**config.mk**
```make
export PLATFORM = sky130hd
export DESIGN_NAME = gregorian_date_subtract
export DESIGN_NICKNAME = d
export VERILOG_FILES = /design/src/gds_pkg.sv /design/src/gregorian_date_subtract.sv
export SDC_FILE = /design/constraint.sdc
export NUM_CORES = 1
export LEC_CHECK = 0
export ABC_CLOCK_PERIOD_IN_PS = 15000
export BUFFER_PORTS_ARGS = -buffer_cell sky130_fd_sc_hd__buf_2
export CELL_PAD_IN_SITES_DETAIL_PLACEMENT = 2
export CELL_PAD_IN_SITES_GLOBAL_PLACEMENT = 2
export CORE_MARGIN = 8
export CORE_UTILIZATION = 43
export DETAILED_ROUTE_END_ITERATION = 8
export PLACE_DENSITY_LB_ADDON = 0.1
export SYNTH_ARGS = -nofsm -noshare
export SYNTH_HDL_FRONTEND = slang
export SYNTH_SLANG_ARGS = --single-unit
```
**constraint.sdc**
```tcl
create_clock -name i_clk -period 15 [get_ports i_clk]
set_input_delay 2.25 -clock i_clk [delete_from_list [all_inputs] [get_ports i_clk]]
set_output_delay 2.25 -clock i_clk [all_outputs]
set_load 0.02 [all_outputs]
```
**src/gds_pkg.sv**
```systemverilog
`timescale 1ns / 1ps
// ----------------------------------------------------------------------------
// Gregorian date subtract package
// Field widths, action codes and calendar helpers.
// ----------------------------------------------------------------------------
package gds_pkg;

    localparam int ACTION_W = 3;
    localparam int DAY_W    = 5;
    localparam int MONTH_W  = 4;
    localparam int YEAR_W   = 14;
    localparam int COUNT_W  = 12;
    localparam int STEP_W   = 15;
    localparam int MULB_W   = 13;
    localparam int PROD_W   = YEAR_W + MULB_W;
    localparam int REM_W    = 7;
    localparam int QUO_W    = 8;
    localparam int DELTA_W  = 22;

    localparam logic [ACTION_W-1:0] ACT_DAYS       = 3'd0;
    localparam logic [ACTION_W-1:0] ACT_WEEKS      = 3'd1;
    localparam logic [ACTION_W-1:0] ACT_MONTHS     = 3'd2;
    localparam logic [ACTION_W-1:0] ACT_YEARS      = 3'd3;
    localparam logic [ACTION_W-1:0] ACT_DECADES    = 3'd4;
    localparam logic [ACTION_W-1:0] ACT_CENTURIES  = 3'd5;
    localparam logic [ACTION_W-1:0] ACT_MILLENNIA  = 3'd6;

    localparam logic [MULB_W-1:0] MULT_YEAR       = 13'd1;
    localparam logic [MULB_W-1:0] MULT_DECADE     = 13'd10;
    localparam logic [MULB_W-1:0] MULT_CENTURY    = 13'd100;
    localparam logic [MULB_W-1:0] MULT_MILLENNIUM = 13'd1000;

    // Reciprocal of 100 scaled by 2**19; exact for every 14-bit year.
    localparam logic [MULB_W-1:0] RECIP_100   = 13'd5243;
    localparam int                RECIP_SHIFT = 19;
    localparam logic [REM_W-1:0]  REM_MAX     = 7'd99;

    localparam logic [MONTH_W-1:0] MONTH_JAN = 4'd1;
    localparam logic [MONTH_W-1:0] MONTH_FEB = 4'd2;
    localparam logic [MONTH_W-1:0] MONTH_DEC = 4'd12;
    localparam logic [DAY_W-1:0]   DAY_FIRST = 5'd1;
    localparam logic [DAY_W-1:0]   DAY_MAX   = 5'd31;

    localparam logic [DAY_W-1:0] MONTH_LEN [12] = '{
        5'd31, 5'd28, 5'd31, 5'd30, 5'd31, 5'd30,
        5'd31, 5'd31, 5'd30, 5'd31, 5'd30, 5'd31
    };

    // Length of month m (1..12) in a year with the given leap flag.
    function automatic logic [DAY_W-1:0] month_len(input logic [MONTH_W-1:0] m,
                                                   input logic leap);
        logic [MONTH_W-1:0] idx;
        idx = m - MONTH_JAN;
        if (m == MONTH_FEB) begin
            month_len = leap ? 5'd29 : 5'd28;
        end else begin
            month_len = MONTH_LEN[idx];
        end
    endfunction

endpackage

```
**src/gregorian_date_subtract.sv**
```systemverilog
`timescale 1ns / 1ps
// ----------------------------------------------------------------------------
// Gregorian date subtract
// Moves a date back by a count of days, weeks, months or year-type units.
// ----------------------------------------------------------------------------
// A request is taken when i_start is high and o_busy is low. The result is
// shown for exactly one cycle with o_done high, and the receiver cannot stall
// it. One multiplier first forms either the year delta or the year split by
// 100 for the leap rule; day and month steps are then walked one per cycle.
// Year-type actions and the unused code pass through ST_MUL and ST_PREP;
// month steps add ST_WALK, day and week steps add ST_CLAMP and ST_WALK, which
// walks n months, n days or 7n days (n = i_unit_count), ending on underflow.
// ----------------------------------------------------------------------------
module gregorian_date_subtract (
    input  logic                          i_clk,
    input  logic                          i_rst_n,
    input  logic                          i_start,
    input  logic [gds_pkg::ACTION_W-1:0]  i_action,
    input  logic [gds_pkg::DAY_W-1:0]     i_in_day,
    input  logic [gds_pkg::MONTH_W-1:0]   i_in_month,
    input  logic [gds_pkg::YEAR_W-1:0]    i_in_year,
    input  logic [gds_pkg::COUNT_W-1:0]   i_unit_count,
    output logic                          o_busy,
    output logic                          o_done,
    output logic [gds_pkg::DAY_W-1:0]     o_out_day,
    output logic [gds_pkg::MONTH_W-1:0]   o_out_month,
    output logic [gds_pkg::YEAR_W-1:0]    o_out_year,
    output logic                          o_year_underflow
);
    import gds_pkg::*;

    typedef enum logic [4:0] {
        ST_IDLE  = 5'b00001,
        ST_MUL   = 5'b00010,
        ST_PREP  = 5'b00100,
        ST_CLAMP = 5'b01000,
        ST_WALK  = 5'b10000
    } t_state;

    t_state              r_state, n_state;
    logic [ACTION_W-1:0] r_action, n_action;
    logic [DAY_W-1:0]    r_day, n_day;
    logic [MONTH_W-1:0]  r_month, n_month;
    logic [YEAR_W-1:0]   r_year, n_year;
    logic [STEP_W-1:0]   r_cnt, n_cnt;
    logic [PROD_W-1:0]   r_prod, n_prod;
    logic [REM_W-1:0]    r_yr_rem, n_yr_rem;
    logic [1:0]          r_yr_qlo, n_yr_qlo;
    logic                r_uf, n_uf;
    logic                r_done, n_done;

    logic                is_year_act;
    logic                is_day_act;
    logic [YEAR_W-1:0]   mul_a;
    logic [MULB_W-1:0]   mul_b;
    logic [QUO_W-1:0]    quo;
    logic [YEAR_W-1:0]   quo100;
    logic [YEAR_W-1:0]   rem_full;
    logic [DELTA_W-1:0]  delta;
    logic                leap;
    logic [MONTH_W-1:0]  prev_month;
    logic [DAY_W-1:0]    cur_len;
    logic [DAY_W-1:0]    prev_len;

    assign is_year_act = (r_action >= ACT_YEARS) && (r_action <= ACT_MILLENNIA);
    assign is_day_act  = (r_action == ACT_DAYS) || (r_action == ACT_WEEKS);

    always_comb begin
        mul_a = r_year;
        mul_b = RECIP_100;
        if (is_year_act) begin
            mul_a = {{(YEAR_W-COUNT_W){1'b0}}, r_cnt[COUNT_W-1:0]};
            case (r_action)
                ACT_YEARS:     mul_b = MULT_YEAR;
                ACT_DECADES:   mul_b = MULT_DECADE;
                ACT_CENTURIES: mul_b = MULT_CENTURY;
                default:       mul_b = MULT_MILLENNIUM;
            endcase
        end
    end

    assign quo      = r_prod[RECIP_SHIFT +: QUO_W];
    assign quo100   = YEAR_W'({quo, 6'b0}) + YEAR_W'({quo, 5'b0}) + YEAR_W'({quo, 2'b0});
    assign rem_full = r_year - quo100;
    assign delta    = r_prod[DELTA_W-1:0];

    assign leap       = (r_yr_rem == '0) ? (r_yr_qlo == 2'd0) : (r_yr_rem[1:0] == 2'd0);
    assign prev_month = r_month - MONTH_JAN;
    assign cur_len    = month_len(r_month, leap);
    assign prev_len   = month_len(prev_month, leap);

    always_comb begin
        n_state  = r_state;
        n_action = r_action;
        n_day    = r_day;
        n_month  = r_month;
        n_year   = r_year;
        n_cnt    = r_cnt;
        n_prod   = r_prod;
        n_yr_rem = r_yr_rem;
        n_yr_qlo = r_yr_qlo;
        n_uf     = r_uf;
        n_done   = 1'b0;

        case (r_state)
            ST_IDLE: begin
                if (i_start) begin
                    n_action = i_action;
                    n_day    = (i_in_day == '0) ? DAY_FIRST : i_in_day;
                    if (i_in_month < MONTH_JAN) begin
                        n_month = MONTH_JAN;
                    end else if (i_in_month > MONTH_DEC) begin
                        n_month = MONTH_DEC;
                    end else begin
                        n_month = i_in_month;
                    end
                    n_year  = i_in_year;
                    n_cnt   = {{(STEP_W-COUNT_W){1'b0}}, i_unit_count};
                    n_uf    = 1'b0;
                    n_state = ST_MUL;
                end
            end
            ST_MUL: begin
                n_prod  = {{(PROD_W-YEAR_W){1'b0}}, mul_a} *
                          {{(PROD_W-MULB_W){1'b0}}, mul_b};
                n_state = ST_PREP;
            end
            ST_PREP: begin
                n_yr_rem = rem_full[REM_W-1:0];
                n_yr_qlo = quo[1:0];
                if (r_action == ACT_WEEKS) begin
                    n_cnt = {r_cnt[STEP_W-4:0], 3'b0} - r_cnt;
                end
                if (is_year_act) begin
                    if (delta > {{(DELTA_W-YEAR_W){1'b0}}, r_year}) begin
                        n_year = '0;
                        n_uf   = 1'b1;
                    end else begin
                        n_year = r_year - delta[YEAR_W-1:0];
                    end
                    n_done  = 1'b1;
                    n_state = ST_IDLE;
                end else if (is_day_act) begin
                    n_state = ST_CLAMP;
                end else if (r_action == ACT_MONTHS) begin
                    n_state = ST_WALK;
                end else begin
                    n_done  = 1'b1;
                    n_state = ST_IDLE;
                end
            end
            ST_CLAMP: begin
                if (r_day > cur_len) begin
                    n_day = cur_len;
                end
                n_state = ST_WALK;
            end
            ST_WALK: begin
                if (r_cnt == '0) begin
                    n_done  = 1'b1;
                    n_state = ST_IDLE;
                end else begin
                    n_cnt = r_cnt - 1'b1;
                    if (is_day_act && (r_day > DAY_FIRST)) begin
                        n_day = r_day - 1'b1;
                    end else if (r_month > MONTH_JAN) begin
                        n_month = prev_month;
                        if (is_day_act || (r_day > prev_len)) begin
                            n_day = prev_len;
                        end
                    end else if (r_year != '0) begin
                        n_year  = r_year - 1'b1;
                        n_month = MONTH_DEC;
                        if (is_day_act) begin
                            n_day = DAY_MAX;
                        end
                        if (r_yr_rem == '0) begin
                            n_yr_rem = REM_MAX;
                            n_yr_qlo = r_yr_qlo - 1'b1;
                        end else begin
                            n_yr_rem = r_yr_rem - 1'b1;
                        end
                    end else begin
                        n_uf    = 1'b1;
                        n_done  = 1'b1;
                        n_state = ST_IDLE;
                    end
                end
            end
            default: begin
                n_state = ST_IDLE;
            end
        endcase
    end

    always_ff @(posedge i_clk) begin
        if (!i_rst_n) begin
            r_state <= ST_IDLE;
            r_done  <= 1'b0;
        end else begin
            r_state <= n_state;
            r_done  <= n_done;
        end
        r_action <= n_action;
        r_day    <= n_day;
        r_month  <= n_month;
        r_year   <= n_year;
        r_cnt    <= n_cnt;
        r_prod   <= n_prod;
        r_yr_rem <= n_yr_rem;
        r_yr_qlo <= n_yr_qlo;
        r_uf     <= n_uf;
    end

    assign o_busy           = (r_state != ST_IDLE);
    assign o_done           = r_done;
    assign o_out_day        = r_day;
    assign o_out_month      = r_month;
    assign o_out_year       = r_year;
    assign o_year_underflow = r_uf;

endmodule
```
==> results.txt, run 1 <==
Slew headroom: 0.211
First-pass GRT wire length: 67300 µm
WP data required: 15.15 ns
Initial Utilization: 0.436
Final Cell Area: 12700 µm²
Final Power: 2.86 mW
Yosys top cell area share: 0.195
Horiz. Die Dim: 181 µm
Detailed Place HPWL: 34800 µm
Setup WS pre-CTS: 7.12 ns
Hold Fails Final Rpt: 0
Warnings from Yosys: 0
Final WS setup: 6.93 ns
GPL Wtd Cong: 0.869
Commonest cells in the netlist: inv_1, ha_1, fa_1, nor2_1, nand2_1
Max frequency: 124 MHz
DRT iter0 DRCs: 501
Diodes inserted: 0
Global route total overflow: 0
Hold_ws: 0.575 ns
Critical path arrival: 8.22 ns
Post-Route Setup TNS: 0 ns
I/O Buffers: 66
Register bit total from synthesis: 81
Largest net degree at the start of global routing: 40
Slowest cell on the critical path: a21oi_1
Root buf cell: clkbuf_16
Element type at the critical path end: register
Crit-path max cell delay: 0.97 ns
Synth Instances: 1335
Async S/R FF share, synth: 0
Cell count after placement: 1711
Vias in the first global route: 11.7k
Core area: 26900 µm²
DRC violations left: 0
Max VDD drop: 0.166 mV
Clk_skew: 0.0205 ns
Clock slew at reported path FFs: 0.08 ns
Avg Synthesized Cell Area: 8.77 µm²
TritonCTS buffer count: 9
Final #Nets: 1668
I/O pin count: 67
Crit-path most repeated cell: fa_1
CTS Buffer Depth: 2
H-tree Lvls: 3
Rows: 60
DIE AREA: 32800 µm²
Final min period: 8.07 ns
Via Count: 10.0k
RSZ-0062 raised after global routing: no
Startpoint Class: register
Area growth syn-to-layout: 8.54%
Layout cells sized above 1: 0.0887
EDFF count, synth: 75
Worst hold path class: reg2reg
Number of setup buffers added after CTS: 0
# resized after CTS: 0
Mapped cell area: 11700 µm²
Util after Layout: 0.473
Cell Chain, Critical Path: buf_4, nand2b_1, a21oi_1, or2_2, nor2_1, fa_1, inv_1, fa_1, inv_1, fa_1, fa_1, inv_1, fa_1, inv_1, ha_1, o21a_1, o21ai_0, o2bb2ai_1, o21ai_0, o21bai_1, or4b_2, o311ai_0
DRT Wirelength: 42900 µm
Clock sink count: 81
Crit path kind: reg2reg
Via density per instance: 5.79
Combinational family with the most area after synthesis: adder cells
CTS Hold Bufs: 0
Largest fanout on the critical path: 34
First-pass DRT Iterations: 5
Leak: 6.03 nW
Initial antenna violation count: 0
Post-Synth Simple-Gate Area: 0.130
Die H: 181 µm
Max Cap Violations: 0
Top cells by area, synth: fa_1, edfxtp_1, ha_1
WL per Instance: 24.9 µm
Post-synthesis sequential area ratio: 0.203
Most frequent cell after synthesis: inv_1
Post-Synth Adder-Cell Area: 0.336
GRT Total Usage: 0.266
Crit share post-route: 0.538
CTS tree: built
Clk Latency, worst-skew pair: 0.37 ns
Cell taking the most area after synthesis: fa_1
Post-detailed-route count of antenna-violating nets: 0
Xor and xnor area share after synthesis: 0.0658
Pwr/cell area: 225 nW/µm²
Worst Max-Slew Pin Slew: 1.18 ns
DP Area: 12400 µm²
Final Setup Violations: 0
Slew Limit Fails: 0
Post-synthesis mux area share: 0.0104
Status: finished, final reports clean
Fin cells: 1727
Main flop type after synthesis: edfxtp_1
Synth unique cells: 73
Complex-gate fraction of the synthesized area: 0.152
## cell families (layout without fill, tap and decap cells)
family	count (synthesis)	count (layout)
compound gates	275	275
xor+xnor	88	88
fa+ha+maj	246	246
buf+inv	311	356
flops	81	81
mux	12	12
other cells	2	8
simple gates	320	320
## critical path: cells and delay by family (launching register included)
family          cells  cell delay (ns)
simple gates        4             1.48
compound gates      7             2.54
buf+inv             5             0.55
flops               1             0.34
fa+ha+maj           6             2.94
## flip-flops by register name, summed over array words and instances (netlist names)
name and count:
r_prod 24, r_cnt 15, o_out_year 14, r_yr_rem 7, o_out_day 5, r_state 5, o_out_month 4, r_action 3
r_yr_qlo 2, o_done 1, o_year_underflow 1
## final timing paths
check,startpoint,end,slack (ns),depth (start not counted)
worst min register to register,r_state[1],r_state[2],0.58,2
worst max register to register,r_action[2],r_prod[22],6.93,22
worst min-delay path,r_state[1],r_state[2],0.58,2
worst max-delay path,r_action[2],r_prod[22],6.93,22
## routing by layer
metal	share of wire	track usage	vias to the layer above
li1	-	-	4549
met1	0.41	0.308	5123
met2	0.50	0.472	226
met3	0.037	0.0405	106
met4	0.049	0.133	0
met5	0	0	-
## layout by cell type (no fill, tap or decap), types with 14 or more instances in the layout
cell type	netlist	final
ha_1	132	132
inv_1	261	261
fa_1	114	114
edfxtp_1	75	75
a21oi_1	74	74
xnor2_1	62	62
nor2_1	104	103
buf_2	3	66
a22oi_1	14	14
o21a_1	16	16
nor3_1	39	38
xor2_1	26	26
nand2_1	77	77
a31oi_1	23	23
nand3_1	25	25
o21ai_0	55	55
## power breakdown
group	internal [mW]	total [mW]	switching, mW
sequential	0.374	0.415	0.0407
combinational	0.828	2.19	1.36
clock	0.144	0.255	0.110
total	1.35	2.86	1.51
## final cells by class
| cell class | instances | area (µm²) |
|---|---|---|
| Clock buffer | 13 | 304 |
| Clock inverter | 3 | 23.8 |
| Fill cell | 2997 | 14200 |
| Inverter | 262 | 983 |
| Multi-Input combinational cell | 949 | 8170 |
| Sequential cell | 81 | 2370 |
| Tap cell | 341 | 427 |
| Timing Repair Buffer | 78 | 420 |
Power figures use the tool's default switching activity.
==> run 2, diff against run 1 <==
Settings changed: ABC_AREA set to 1, ABC_CLOCK_PERIOD_IN_PS 15000 to 8050, CORE_UTILIZATION 43 to 38.
Clock period 15 ns to 8.05 ns, I/O delays scaled along.
==> run 2 against run 1 <==
  * Die area up 18%
  * Utilization down 5.4 points
  * Setup slack worse by 5.5 ns
  * Final cell count up 27%
  * Area after synthesis up 6.0%
  * Critical endpoint is now r_prod[23]
  * Clock-buffer cell count unchanged
  * Clock skew down 0.014 ns
  * Synthesized cell count up 25%
  * Critical path depth up 2
  * Maximum frequency up 21%
  * Hold slack worse by 0.0089 ns
==> results.txt, run 2 <==
Yosys top cell area share: 0.184
Layout cells sized above 1: 0.0806
Initial Utilization: 0.383
Worst reg-to-reg setup slack: 1.41 ns
DRC violations left: 0
I/O pin count: 67
Vias in the first global route: 13.1k
Final #Nets: 2031
Warnings from Yosys: 0
Rows: 66
Max reg flops: 24
GRT Total Usage: 0.249
Fillers: 3948
# resized after CTS: 0
I/O Buffers: 66
Max frequency: 151 MHz
Via Count: 11.3k
Mapped cell area: 12400 µm²
Post-Route Setup TNS: 0 ns
Cell taking the most area after synthesis: fa_1
Global route total overflow: 0
Commonest cells in the netlist: inv_1, nand2_1, nor2_1, ha_1, nand3_1
First-pass DRT Iterations: 5
CTS tree: built
Slew headroom: 0.308
WP data required: 8.15 ns
EDFF count, synth: 75
Clock sink count: 81
Clock slew at reported path FFs: 0.06 ns
CTS Hold Bufs: 0
CTS Buffer Depth: 2
Most frequent cell after synthesis: inv_1
Synth unique cells: 53
Avg Synthesized Cell Area: 7.41 µm²
Post-synthesis sequential area ratio: 0.191
Startpoint Class: register
Root buf cell: clkbuf_16
Core area: 32400 µm²
DIE AREA: 38700 µm²
Final min period: 6.64 ns
GPL Wtd Cong: 0.875
Top cells by area, synth: fa_1, edfxtp_1, ha_1
Via density per instance: 5.15
Largest fanout on the critical path: 24
DRT iter0 DRCs: 389
Worst Hold Depth: 2
Horiz. Die Dim: 197 µm
Clk_skew: 0.00661 ns
Synth Instances: 1675
Critical path origin: r_action[1]
First-pass GRT wire length: 74200 µm
Detailed Place HPWL: 40000 µm
DRT Wirelength: 46600 µm
Async S/R FF share, synth: 0
Largest reg by FF count: r_prod
Register bit total from synthesis: 81
Reg2reg end: r_prod[23]
Area growth syn-to-layout: 9.25%
Setup crit end: r_prod[23]
Final WS setup: 1.41 ns
Critical path arrival: 6.75 ns
Crit share post-route: 0.825
Worst r2r src: r_action[1]
Number of setup buffers added after CTS: 0
Element type at the critical path end: register
Most common cell after layout, fill and taps aside: inv_1
R2R cell count: 24
Crit path kind: reg2reg
Worst Max-Slew Pin Slew: 1.03 ns
H-tree Lvls: 3
WL per Instance: 21.3 µm
Diodes inserted: 0
Worst hold path class: reg2reg
Main flop type after synthesis: edfxtp_1
Largest net degree at the start of global routing: 29
RSZ-0062 raised after global routing: no
Status: finished, final reports clean
Clk Latency, worst-skew pair: 0.36 ns
Initial antenna violation count: 0
Max Cap Violations: 0
Most frequent cells in the layout: inv_1, nand2_1, nor2_1
Final Setup Violations: 0
Setup WS pre-CTS: 1.44 ns
TritonCTS buffer count: 9
Post-detailed-route count of antenna-violating nets: 0
Hold Fails Final Rpt: 0
Die H: 197 µm
Slew Limit Fails: 0
-- run 2: changes by cell type after synthesis, sizes merged, moves of 16 or more --
cell	previous run	this run
nand2	77	345
inv	261	405
nand3	25	119
nor2	104	164
xnor2	62	20
clkbuf	41	6
nor3	39	21
a31oi	23	7
-- run 2: cell type report --
class / count / area, µm² / share of cell area
repair buffers: 73 / 383 / 0.0283
multi-input cells: 1174 / 8410 / 0.620
inverters: 405 / 1520 / 0.112
well taps: 442 / 553 / 0.0408
clock inverters: 3 / 65.1 / 0.00480
clock buffers: 13 / 250 / 0.0185
flip-flops and latches: 81 / 2370 / 0.175
-- run 2: how the worst min path moves through the flow --
| stage | start | end | slack, ns |
|---|---|---|---|
| floorplan | r_state[1] | r_state[2] | 0.50 |
| global placement | r_state[1] | r_state[2] | 0.54 |
| detailed placement | r_state[1] | r_state[2] | 0.56 |
| CTS | r_state[1] | r_state[2] | 0.57 |
| global route | r_state[1] | r_state[2] | 0.61 |
| finish | r_state[1] | r_state[2] | 0.57 |
-- run 2: through the flow --
step                cells  hold slack, ns  area [µm²]  utilization
global route         2191           0.606       13600        0.419
detailed placement   2175           0.561       13200        0.409
CTS                  2191           0.573       13600        0.419
finish               2191           0.567       13600        0.419
global placement     2175           0.544       13200        0.409
floorplan            1681           0.499       12400            -
-- run 2: metal layers --
metal | up-vias | routed length, µm | GRT usage
li1 | 5358 | - | -
met1 | 5653 | 20600 | 0.310
met2 | 210 | 22900 | 0.437
met3 | 70 | 1700 | 0.0336
met4 | 0 | 1450 | 0.0858
met5 | - | 0 | 0
-- run 2: worst max-delay path: stages (launching register included) --
cell      delay (ns)
edfxtp_1        0.48
nand2_2         0.10
inv_2           0.10
nand2_1         0.10
nand2_4         0.31
inv_2           0.30
nor2_1          0.37
a21oi_2         0.12
nor2_1          0.26
inv_1           0.11
fa_1            0.55
inv_1           0.08
fa_1            0.42
fa_1            0.55
inv_1           0.05
fa_1            0.49
fa_1            0.55
inv_1           0.04
ha_1            0.38
a21oi_1         0.26
o21ai_0         0.20
a21oi_1         0.22
nand3_1         0.16
nand3_1         0.12
nand2_1         0.07
-- run 2: logic make-up (layout without fill, tap and decap cells) --
kind of cell	Yosys count	count (layout)	synth area share
compound gates	176	176	0.0834
xor+xnor	46	46	0.0325
fa+ha+maj	246	246	0.317
buf+inv	426	494	0.133
flops	81	81	0.191
other cells	2	8	0.000605
simple gates	698	698	0.242
Power of run 2 is left out: the tool's default activity adds up to more than one toggle a clock period on the data nets, which glitch-free logic cannot reach.
==> run 3, diff against run 2 <==
Settings changed: ABC_CLOCK_PERIOD_IN_PS 8050 to 6000, CORE_UTILIZATION 38 to 34.
Clock period 8.05 ns to 6 ns, I/O delays scaled along.
==> run 3 against run 2 <==
  * Global-route usage down 1.7 points
  * Hold slack better by 0.018 ns
  * Utilization is 2.1 points lower
  * Sequential cell count is the same
  * Critical path type unchanged
  * Largest cell class unchanged
  * Highest routed layer unchanged
==> results.txt, run 3 (synthesized netlist as in run 2, its figures left out) <==
Status: finished, final reports clean
Max frequency: 172 MHz
Largest net degree at the start of global routing: 33
CTS Buffer Depth: 2
Slew headroom: 0.249
Element type at the critical path end: register
Final Setup Violations: 0
WP data required: 6.13 ns
Most frequent cells in the layout: inv_1, nand2_1, nor2_1
Slew Limit Fails: 0
Initial Utilization: 0.342
Reg2reg end: r_prod[22]
Global route total overflow: 0
HP Start: r_state[1]
Startpoint Class: register
I/O Buffers: 66
Slowest cell on the critical path: fa_1
Max Cap Violations: 0
Horiz. Die Dim: 207 µm
Clock slew at reported path FFs: 0.08 ns
Rows: 70
Endpoint, Worst Hold: r_state[2]
Most common cell after layout, fill and taps aside: inv_1
Post-Route Setup TNS: 0 ns
Max reg flops: 24
WL per Instance: 21.7 µm
TritonCTS buffer count: 9
Crit path kind: reg2reg
Diodes inserted: 0
Root buf cell: clkbuf_16
Hold_ws: 0.584 ns
First-pass GRT wire length: 77400 µm
DRT Wirelength: 49500 µm
Crit-path max cell delay: 0.55 ns
Final #Nets: 2092
DRT iter0 DRCs: 371
Die H: 207 µm
Worst r2r src: r_action[2]
Layout cells sized above 1: 0.148
Clk Latency, worst-skew pair: 0.39 ns
Fin cells: 2278
CTS tree: built
Area growth syn-to-layout: 16.3%
Util after Layout: 0.398
GRT Total Usage: 0.231
Largest reg by FF count: r_prod
Largest fanout on the critical path: 7
Critical path arrival: 5.93 ns
R2R cell count: 28
Worst hold path class: reg2reg
Cell count after placement: 2248
DIE AREA: 42900 µm²
Core area: 36300 µm²
Initial antenna violation count: 1
Clk_skew: 0.0153 ns
Fillers: 4293
Via Count: 11.6k
First-pass DRT Iterations: 5
Final min period: 5.80 ns
Clock sink count: 81
Via density per instance: 5.09
Detailed Place HPWL: 42000 µm
I/O pin count: 67
Worst Max-Slew Pin Slew: 1.13 ns
H-tree Lvls: 3
Vias in the first global route: 13.2k
Worst Hold Depth: 2
Hold Fails Final Rpt: 0
Post-detailed-route count of antenna-violating nets: 0
DRC violations left: 0
Worst reg-to-reg setup slack: 0.20 ns
GPL Wtd Cong: 0.853
Crit share post-route: 0.967
run 3: changes by cell type in the layout (fill, tap and decap cells not counted), sizes merged:
cell / delta
inv: +2
buf: +60
clkbuf: -3
clkinvlp: +3
bufinv: -1
run 3: layout make-up:
class | count | area [µm²] | area share
clock inverters | 7 | 78.8 | 0.00547
multi-input cells | 1174 | 8740 | 0.606
inverters | 405 | 1520 | 0.105
clock buffers | 9 | 225 | 0.0156
flip-flops and latches | 81 | 2370 | 0.164
well taps | 468 | 586 | 0.0406
repair buffers | 134 | 896 | 0.0621
run 3: repair_timing:
action                                  4_1_cts  5_1_grt
setup buffers                                 3       10
hold buffers                                  0        0
endpoints found under the setup margin       10       15
pin swaps                                     2       24
gates cloned                                  0        1
resized for setup                            13       69
run 3: worst max-delay path: cells and delay by family, from the launching register on:
family | cells | cell delay [ns]
AO/OA/AOI/OAI | 1 | 0.24
AND/OR/NAND/NOR | 10 | 0.84
flip-flops | 1 | 0.48
adder cells (fa/ha/maj) | 6 | 2.80
buffers and inverters | 10 | 0.97
XOR/XNOR | 1 | 0.17
run 3: worst max-delay path by stage:
| stage | to | slack, ns | depth (start not counted) | startpoint |
|---|---|---|---|---|
| after floorplan | r_prod[20] | 0.57 | 30 | r_action[1] |
| after global placement | r_prod[22] | -0.17 | 26 | r_action[2] |
| after detailed placement | r_prod[22] | -0.25 | 26 | r_action[1] |
| after CTS | r_prod[22] | 0.004 | 26 | r_action[2] |
| after global routing | r_prod[14] | -0.11 | 28 | r_action[2] |
| final | r_prod[22] | 0.20 | 28 | r_action[2] |
run 3: per-stage QoR:
step / setup slack (ns) / instance area, µm²
6_report: 0.196 / 14400
5_1_grt: -0.106 / 14400
4_1_cts: 0.00448 / 14000
3_5_place_dp: -0.247 / 13600
3_3_place_gp: -0.171 / 13600
2_1_floorplan: 0.570 / 12400
run 3: layer usage:
layer / share of wire / global-route usage / wire (µm)
met4: 0.023 / 0.0636 / 1160
met1: 0.44 / 0.290 / 21900
met2: 0.51 / 0.416 / 25200
met5: 0 / 0 / 0
met3: 0.026 / 0.0248 / 1280
Power of run 3 is left out for the same reason.
